<file path="config.mk">
export PLATFORM = sky130hd
export DESIGN_NAME = kmc_ctrl
export DESIGN_NICKNAME = d
export VERILOG_FILES = /design/src/rtl/kmc_pkg.sv /design/src/rtl/kmc_ctrl.sv
export VERILOG_INCLUDE_DIRS = /design/src /design/src/rtl
export SDC_FILE = /design/constraint.sdc
export NUM_CORES = 1
export LEC_CHECK = 0
export BUFFER_PORTS_ARGS = -buffer_cell sky130_fd_sc_hd__buf_2
export CAP_MARGIN = 40
export CELL_PAD_IN_SITES_DETAIL_PLACEMENT = 0
export CELL_PAD_IN_SITES_GLOBAL_PLACEMENT = 1
export CORE_MARGIN = 2
export CORE_UTILIZATION = 39
export CTS_CLUSTER_DIAMETER = 30
export DETAILED_ROUTE_END_ITERATION = 16
export GPL_TIMING_DRIVEN = 0
export PLACE_DENSITY = 0.91
export SLEW_MARGIN = 10
export SYNTH_ARGS = -nofsm -noshare
export SYNTH_HDL_FRONTEND = slang
export SYNTH_SLANG_ARGS = --single-unit
</file>
<file path="constraint.sdc">
create_clock -name clock -period 7.2 [get_ports clock]
set_input_delay 0.72 -clock clock [delete_from_list [all_inputs] [get_ports clock]]
set_output_delay 0.72 -clock clock [all_outputs]
set_load 0.01 [all_outputs]
</file>
<file path="src/rtl/assert_macros.svh">
// assertion macros shared by the k-means core modules
`ifndef ASSERT_MACROS_SVH
`define ASSERT_MACROS_SVH

// property checked at every clock edge outside reset
`define KMC_ASSERT(label, prop, msg) \
   label: assert property (@(posedge clock) disable iff (reset) (prop)) else $error(msg);

// condition that must hold in the cycle after a trigger
`define KMC_ASSERT_NEXT(label, pre, post, msg) \
   label: assert property (@(posedge clock) disable iff (reset) (pre) |=> (post)) else $error(msg);

`endif

</file>
<file path="src/rtl/kmc_pkg.sv">
// types, codes and constants of the 2-D k-means core
package kmc_pkg;

   localparam int COORD_W          = 16;
   localparam int TAG_W            = 16;
   localparam int SLOT_W           = 10;
   localparam int KIND_W           = 3;
   localparam int CLIDX_W          = 4;
   localparam int NCL_W            = 5;
   localparam int ITER_W           = 8;
   localparam int CSR_IDX_W        = 1;
   localparam int CSR_DATA_W       = 8;
   localparam int DEF_MAX_POINTS   = 1024;
   localparam int DEF_MAX_CLUSTERS = 16;

   localparam logic [NCL_W-1:0]  NUM_CLUSTERS_RST = 5'd2;
   localparam logic [ITER_W-1:0] ITERATIONS_RST   = 8'd100;

   localparam logic [CSR_IDX_W-1:0] CSR_NUM_CLUSTERS = 1'b0;
   localparam logic [CSR_IDX_W-1:0] CSR_ITERATIONS   = 1'b1;

   localparam logic [KIND_W-1:0] KIND_LOAD_PT  = 3'd0;
   localparam logic [KIND_W-1:0] KIND_LOAD_CTR = 3'd1;
   localparam logic [KIND_W-1:0] KIND_RUN      = 3'd2;
   localparam logic [KIND_W-1:0] KIND_READ     = 3'd3;
   localparam logic [KIND_W-1:0] KIND_CLEAR    = 3'd4;

   typedef struct packed {
      logic [KIND_W-1:0]         kind;
      logic [TAG_W-1:0]          point_id;
      logic signed [COORD_W-1:0] coord_x;
      logic signed [COORD_W-1:0] coord_y;
      logic [SLOT_W-1:0]         slot;
   } req_type;

   typedef struct packed {
      logic                      record;
      logic [TAG_W-1:0]          tag;
      logic signed [COORD_W-1:0] out_x;
      logic signed [COORD_W-1:0] out_y;
      logic [CLIDX_W-1:0]        cluster_index;
      logic                      last;
      logic                      status;
   } rsp_type;

   typedef enum logic [1:0] {
      EMIT_CTR,
      EMIT_PT,
      EMIT_ERR
   } emit_type;

   typedef struct packed {
      logic     load_pt;
      logic     load_ctr;
      logic     clear;
      logic     pt_rd;
      logic     dist_issue;
      logic     pass_clear;
      logic     accum;
      logic     div_start;
      logic     ctr_wr;
      logic     emit;
      emit_type emit_kind;
      logic     emit_last;
      logic     err_record;
   } cmd_type;

   typedef struct packed {
      logic members_nz;
      logic div_done;
      logic rsp_free;
   } stat_type;

endpackage

</file>
<file path="src/rtl/kmc_ctrl.sv">
// sequencer for loads, clears, reads and the assign and update passes of a run
`include "assert_macros.svh"
module kmc_ctrl
   import kmc_pkg::*;
#(
   parameter int MAX_POINTS   = DEF_MAX_POINTS,
   parameter int MAX_CLUSTERS = DEF_MAX_CLUSTERS,
   localparam int PT_AW  = $clog2(MAX_POINTS),
   localparam int CNT_W  = PT_AW + 1,
   localparam int CL_AW  = $clog2(MAX_CLUSTERS),
   localparam int CCNT_W = CL_AW + 1
) (
   input  logic                  clock,
   input  logic                  reset,
   input  logic                  req_valid,
   output logic                  req_ready,
   input  req_type               req_item,
   input  logic                  csr_wen,
   input  logic [CSR_IDX_W-1:0]  csr_index,
   input  logic [CSR_DATA_W-1:0] csr_wdata,
   input  stat_type              stat,
   input  logic [CNT_W-1:0]      pt_count,
   input  logic [CCNT_W-1:0]     ctr_count,
   output cmd_type               cmd,
   output logic [PT_AW-1:0]      pt_addr,
   output logic [CL_AW-1:0]      ctr_idx
);

   typedef enum logic [3:0] {
      ST_IDLE,
      ST_PASS,
      ST_PT_RD,
      ST_DIST,
      ST_DRAIN,
      ST_ACC,
      ST_UPD,
      ST_UPD_WAIT,
      ST_OUT,
      ST_RD_OUT,
      ST_ERR_OUT
   } state_type;

   state_type         state_ff;
   logic [NCL_W-1:0]  ncl_ff;
   logic [ITER_W-1:0] iters_ff;
   logic [ITER_W-1:0] iter_ff;
   logic [PT_AW-1:0]  i_ff;
   logic [CL_AW-1:0]  c_ff;
   logic [CCNT_W-1:0] k_ff;
   logic              drain_ff;
   logic              err_rec_ff;

   logic              accept;
   logic [CCNT_W-1:0] k_cur;
   logic              run_bad, slot_bad;
   logic              last_c, last_i, last_iter, upd_next;

   assign req_ready = (state_ff == ST_IDLE);
   assign accept    = req_valid && req_ready;

   always_comb begin
      if (ncl_ff == '0) begin
         k_cur = CCNT_W'(1);
      end else if (32'(ncl_ff) > MAX_CLUSTERS) begin
         k_cur = CCNT_W'(MAX_CLUSTERS);
      end else begin
         k_cur = CCNT_W'(ncl_ff);
      end
   end

   assign run_bad   = (pt_count == '0) || (ctr_count < k_cur);
   assign slot_bad  = 32'(req_item.slot) >= 32'(pt_count);
   assign last_c    = ({1'b0, c_ff} == k_ff - 1'b1);
   assign last_i    = ({1'b0, i_ff} == pt_count - 1'b1);
   assign last_iter = (iter_ff == iters_ff - 1'b1);
   assign upd_next  = (state_ff == ST_UPD && !stat.members_nz) ||
                      (state_ff == ST_UPD_WAIT && stat.div_done);

   assign pt_addr = (state_ff == ST_IDLE) ? PT_AW'(req_item.slot) : i_ff;
   assign ctr_idx = c_ff;

   always_comb begin
      cmd = '0;
      cmd.emit_kind = EMIT_CTR;
      unique case (state_ff)
         ST_IDLE: begin
            if (accept) begin
               cmd.load_pt  = (req_item.kind == KIND_LOAD_PT);
               cmd.load_ctr = (req_item.kind == KIND_LOAD_CTR);
               cmd.clear    = (req_item.kind == KIND_CLEAR);
               cmd.pt_rd    = (req_item.kind == KIND_READ) && !slot_bad;
            end
         end
         ST_PASS:     cmd.pass_clear = 1'b1;
         ST_PT_RD:    cmd.pt_rd = 1'b1;
         ST_DIST:     cmd.dist_issue = 1'b1;
         ST_DRAIN:    cmd = '0;
         ST_ACC:      cmd.accum = 1'b1;
         ST_UPD:      cmd.div_start = stat.members_nz;
         ST_UPD_WAIT: cmd.ctr_wr = stat.div_done;
         ST_OUT: begin
            cmd.emit      = stat.rsp_free;
            cmd.emit_kind = EMIT_CTR;
            cmd.emit_last = last_c;
         end
         ST_RD_OUT: begin
            cmd.emit      = stat.rsp_free;
            cmd.emit_kind = EMIT_PT;
            cmd.emit_last = 1'b1;
         end
         ST_ERR_OUT: begin
            cmd.emit       = stat.rsp_free;
            cmd.emit_kind  = EMIT_ERR;
            cmd.emit_last  = 1'b1;
            cmd.err_record = err_rec_ff;
         end
         default: cmd = '0;
      endcase
   end

   always_ff @(posedge clock) begin
      if (reset) begin
         state_ff   <= ST_IDLE;
         ncl_ff     <= NUM_CLUSTERS_RST;
         iters_ff   <= ITERATIONS_RST;
         iter_ff    <= '0;
         i_ff       <= '0;
         c_ff       <= '0;
         k_ff       <= '0;
         drain_ff   <= 1'b0;
         err_rec_ff <= 1'b0;
      end else begin
         if (csr_wen) begin
            unique case (csr_index)
               CSR_NUM_CLUSTERS: ncl_ff   <= csr_wdata[NCL_W-1:0];
               CSR_ITERATIONS:   iters_ff <= csr_wdata[ITER_W-1:0];
               default: ;
            endcase
         end
         unique case (state_ff)
            ST_IDLE: begin
               if (accept && req_item.kind == KIND_RUN) begin
                  k_ff    <= k_cur;
                  iter_ff <= '0;
                  c_ff    <= '0;
                  if (run_bad) begin
                     err_rec_ff <= 1'b0;
                     state_ff   <= ST_ERR_OUT;
                  end else if (iters_ff == '0) begin
                     state_ff <= ST_OUT;
                  end else begin
                     state_ff <= ST_PASS;
                  end
               end else if (accept && req_item.kind == KIND_READ) begin
                  err_rec_ff <= 1'b1;
                  state_ff   <= slot_bad ? ST_ERR_OUT : ST_RD_OUT;
               end
            end
            ST_PASS: begin
               i_ff     <= '0;
               state_ff <= ST_PT_RD;
            end
            ST_PT_RD: begin
               c_ff     <= '0;
               state_ff <= ST_DIST;
            end
            ST_DIST: begin
               if (last_c) begin
                  drain_ff <= 1'b0;
                  state_ff <= ST_DRAIN;
               end else begin
                  c_ff <= c_ff + 1'b1;
               end
            end
            ST_DRAIN: begin
               drain_ff <= 1'b1;
               if (drain_ff) begin
                  state_ff <= ST_ACC;
               end
            end
            ST_ACC: begin
               if (last_i) begin
                  c_ff     <= '0;
                  state_ff <= ST_UPD;
               end else begin
                  i_ff     <= i_ff + 1'b1;
                  state_ff <= ST_PT_RD;
               end
            end
            ST_UPD, ST_UPD_WAIT: begin
               if (state_ff == ST_UPD && stat.members_nz) begin
                  state_ff <= ST_UPD_WAIT;
               end else if (upd_next) begin
                  if (!last_c) begin
                     c_ff     <= c_ff + 1'b1;
                     state_ff <= ST_UPD;
                  end else if (last_iter) begin
                     c_ff     <= '0;
                     state_ff <= ST_OUT;
                  end else begin
                     iter_ff  <= iter_ff + 1'b1;
                     state_ff <= ST_PASS;
                  end
               end
            end
            ST_OUT: begin
               if (stat.rsp_free) begin
                  if (last_c) begin
                     state_ff <= ST_IDLE;
                  end else begin
                     c_ff <= c_ff + 1'b1;
                  end
               end
            end
            ST_RD_OUT, ST_ERR_OUT: begin
               if (stat.rsp_free) begin
                  state_ff <= ST_IDLE;
               end
            end
            default: state_ff <= ST_IDLE;
         endcase
      end
   end

   `KMC_ASSERT(a_ctrl_acc_in_range, state_ff != ST_ACC || {1'b0, i_ff} < pt_count,
      "accumulate beyond loaded points")
   `KMC_ASSERT_NEXT(a_ctrl_run_leaves_idle, accept && req_item.kind == KIND_RUN,
      state_ff != ST_IDLE, "run item did not start")

endmodule

</file>
==> results.tsv <==
stage	metric	value	unit
run_status	outcome	completed	
clock_tree	clock-sinks	46	
synthesis	yosysTopAreaCellShare	24.5	%
timing	fin_crit	3160	ps
synthesis	ys_ff_latch	46	
routing	drt_wl_total	10600	um
grt	track_usage	20.3	%
setup_path	required	6480	ps
place	routabilityCongestion	0.921	
clock_tree	clockBufferDepth	2	
grt	gr-total-overflow	0	
floorplanning	core_area	0.00928	mm^2
timing	max_freq	317	MHz
setup_path	worstSetupPathType	in -> out	
layout	area_growth_syn_to_layout	16.4	%
clock_tree	cts.clk_slew.worst_paths	90	ps
place	hpwlAfterDp	8250	um
clock_tree	postCtsSetupBuffers	0	
flow_run	maxCapViolCount	0	
clock_tree	cts_htree_levels	2	
synthesis	syn_area	0.00375	mm^2
grt	antenna_found_initial	0	
setup_path	crit_start	pt_count[0]	
power_and_ir_drop	clkPwrFrac	18.4	%
place	io_buffers	72	
floorplanning	die_x	102	um
grt	grt_max_degree	17	
timing	finalSetupViolations	0	
timing	rsz0062_at_grt	no	
grt	grt_pass1_vias	3742	
power_and_ir_drop	p_seq_share	31.8	%
floorplanning	ios	122	
routing	post_drt_via_cell_ratio	5.59	
routing	ant_nets	0	
floorplanning	rows	35	
synthesis	syn_nets	629	
synthesis	synthFlopType	dfxtp_1	
setup_path	rr_endpoint	ctr_idx[3]$_SDFFE_PP0P_	
routing	drtIter0Drc	221	
layout	drive_gt1_share	16.0	%
setup_path	crit_path_max_fanout	6	
routing	vias	4044	
synthesis	synthArstFlopShare	0	%
timing	slew_headroom	43.2	%
synthesis	postSynthCellCount	515	
routing	highest_layer	met4	
timing	period_share	43.8	%
power_and_ir_drop	p_leak	1.78	nW
clock_tree	clk_latency	320	ps
timing	final-hold-violation-count	0	
clock_tree	cts_root_buffer	clkbuf_8	
layout	layout_commonest_cell	nand2_1	
worst_hold_path	hold_path_class	reg -> reg	
timing	tightest_slew	845	ps
setup_path	reg2reg_from	k_ff[0]$_SDFFE_PP0P_	
layout	finalNonFillerCells	724	
clock_tree	cts_hold_buf	0	
clock_tree	numCtsBuffers	5	
synthesis	synth_edf_count	0	
layout	utilization	47.0	%
power_and_ir_drop	p_switching	0.407	mW
setup_path	endpoint	cmd[10]	
routing	routedWlPerCell	14.6	um
routing	wl_met2	4930	um
timing	final.setup.tns	0	ps
layout	seq_area	921	um^2
floorplanning	initial_core_util	40.4	%
synthesis	syn_area_per_cell	7.29	um^2
routing	wl_met1	4900	um
power_and_ir_drop	vdd_drop_max	0.0000989	V
power_and_ir_drop	internal_power	0.507	mW
synthesis	ys_types	68	
routing	dr.pass1.iters	5	
setup_path	cp.arrival	2440	ps
synthesis	ys_warn_count	0	
setup_path	crit_path_start_kind	input port	
setup_path	reg2regPathDepth	9	
power_and_ir_drop	powerDensity	209	mW/mm^2
layout	final_cell_mix	75 x nand2_1, 73 x buf_2, 46 x dfxtp_1, 41 x a21oi_1, 41 x nor2_1	
clock_tree	postCtsResizedCells	0	
layout	nFillCells	980	
power_and_ir_drop	p_comb_share	49.8	%
setup_path	r2r_setup_slack	4160	ps
clock_tree	tritoncts	built	
routing	wl_met3	566	um
floorplanning	die_h	102	um
synthesis	yosysSeqAreaShare	24.5	%
timing	clock_skew	23.9	ps
timing	maxSlewViolCount	0	
worst_hold_path	holdCritStartpoint	ncl_ff[4]$_SDFFE_PP0P_	
floorplanning	die_area	0.0104	mm^2
synthesis	yosys-top-cells-area	dfxtp_1 25%, nand2_1 7.5%, ha_1 7.0%	
layout	multi_input_area	0.00261	mm^2
setup_path	endpoint_kind	output port	
layout	diodes	0	
layout	finalNetCount	708	
grt	grt_pass1_wl	17200	um
synthesis	synth_largest_area_cell	dfxtp_1	
routing	drc	0	
place	dp.cells	716	
power_and_ir_drop	swShare	44.5	%
## per-stage QoR
step	worst slack, ps	total power [mW]	hold WS (ps)	instance area (um^2)
6_report	4040	0.914	466	4370
5_1_grt	3810	0.989	487	4370
4_1_cts	4050	0.914	467	4370
3_5_place_dp	3860	0.747	452	4280
3_3_place_gp	3840	0.738	448	4280
2_1_floorplan	4350	0.605	436	3750
## registers in the layout, indices dropped and copies added (netlist names)
| signal | count |
|---|---|
| iters_ff | 8 |
| ncl_ff | 5 |
| iter_ff | 8 |
| drain_ff | 1 |
| k_ff | 5 |
| ctr_idx | 4 |
| err_rec_ff | 1 |
| state_ff | 4 |
| i_ff | 10 |
## cells in the mapped netlist, types with 6 or more instances
cell type  number
or3_1          11
xor2_1         10
nand3_1        22
nand2b_1        7
nor2_1         41
ha_1           21
or4_1           8
nor4_1          6
nand2_1        75
mux2i_1         7
nand4_1         8
a31oi_1         8
nor2b_1        11
xnor2_1        13
o21ai_0        22
nor3_1         15
a21oi_1        41
inv_1          31
dfxtp_1        46
o31ai_1         9
clkbuf_1       21
## worst min-delay path by stage
| stage | end | slack [ps] | depth (start not counted) |
|---|---|---|---|
| 2_1_floorplan | k_ff[4]$_SDFFE_PP0P_ | 440 | 2 |
| 3_5_place_dp | k_ff[4]$_SDFFE_PP0P_ | 450 | 2 |
| 6_report | k_ff[4]$_SDFFE_PP0P_ | 470 | 2 |
| 3_3_place_gp | k_ff[4]$_SDFFE_PP0P_ | 450 | 2 |
| 5_1_grt | k_ff[4]$_SDFFE_PP0P_ | 490 | 2 |
| 4_1_cts | k_ff[4]$_SDFFE_PP0P_ | 470 | 2 |
## area by class of cell
cell class / count / share of cell area (%)
clock inverter: 3 / 0.544
sequential: 46 / 21.1
clock buffer: 5 / 1.58
multi-input combinational: 412 / 59.8
timing repair buffer: 72 / 8.25
inverter: 32 / 2.75
buffer: 25 / 2.35
tap: 129 / 3.70
## layer usage
metal / GRT usage (%) / up-vias
li1: - / 2013
met1: 26.9 / 1883
met2: 34.5 / 132
met3: 2.80 / 16
met4: 5.85 / 0
met5: 0 / -
## worst max-delay path, stage by stage
cell      delay, ps
buf_2           150
ha_1            270
nand2b_1        140
a21o_1          170
a21oi_1         140
o211ai_1        120
a21oi_1         190
a31oi_1         100
nor4_1          250
buf_2           200
## logic make-up (layout without fill, tap and decap cells)
group / after synthesis / in the layout / share of synthesized area, %
simple gates: 233 / 233 / 31.7
compound gates: 126 / 126 / 22.7
buf+inv: 57 / 137 / 5.93
flops: 46 / 46 / 24.5
xor+xnor: 24 / 24 / 5.97
fa+ha+maj: 21 / 21 / 7.00
mux: 8 / 8 / 2.17
## power groups by stage
stage,Clock [mW],Sequential [mW],Combinational [mW]
floorplan,0,0.292,0.313
global placement,0,0.295,0.443
detailed placement,0,0.296,0.451
CTS,0.171,0.290,0.453
global route,0.181,0.293,0.515
finish,0.168,0.290,0.455
Power figures use the tool's default switching activity.
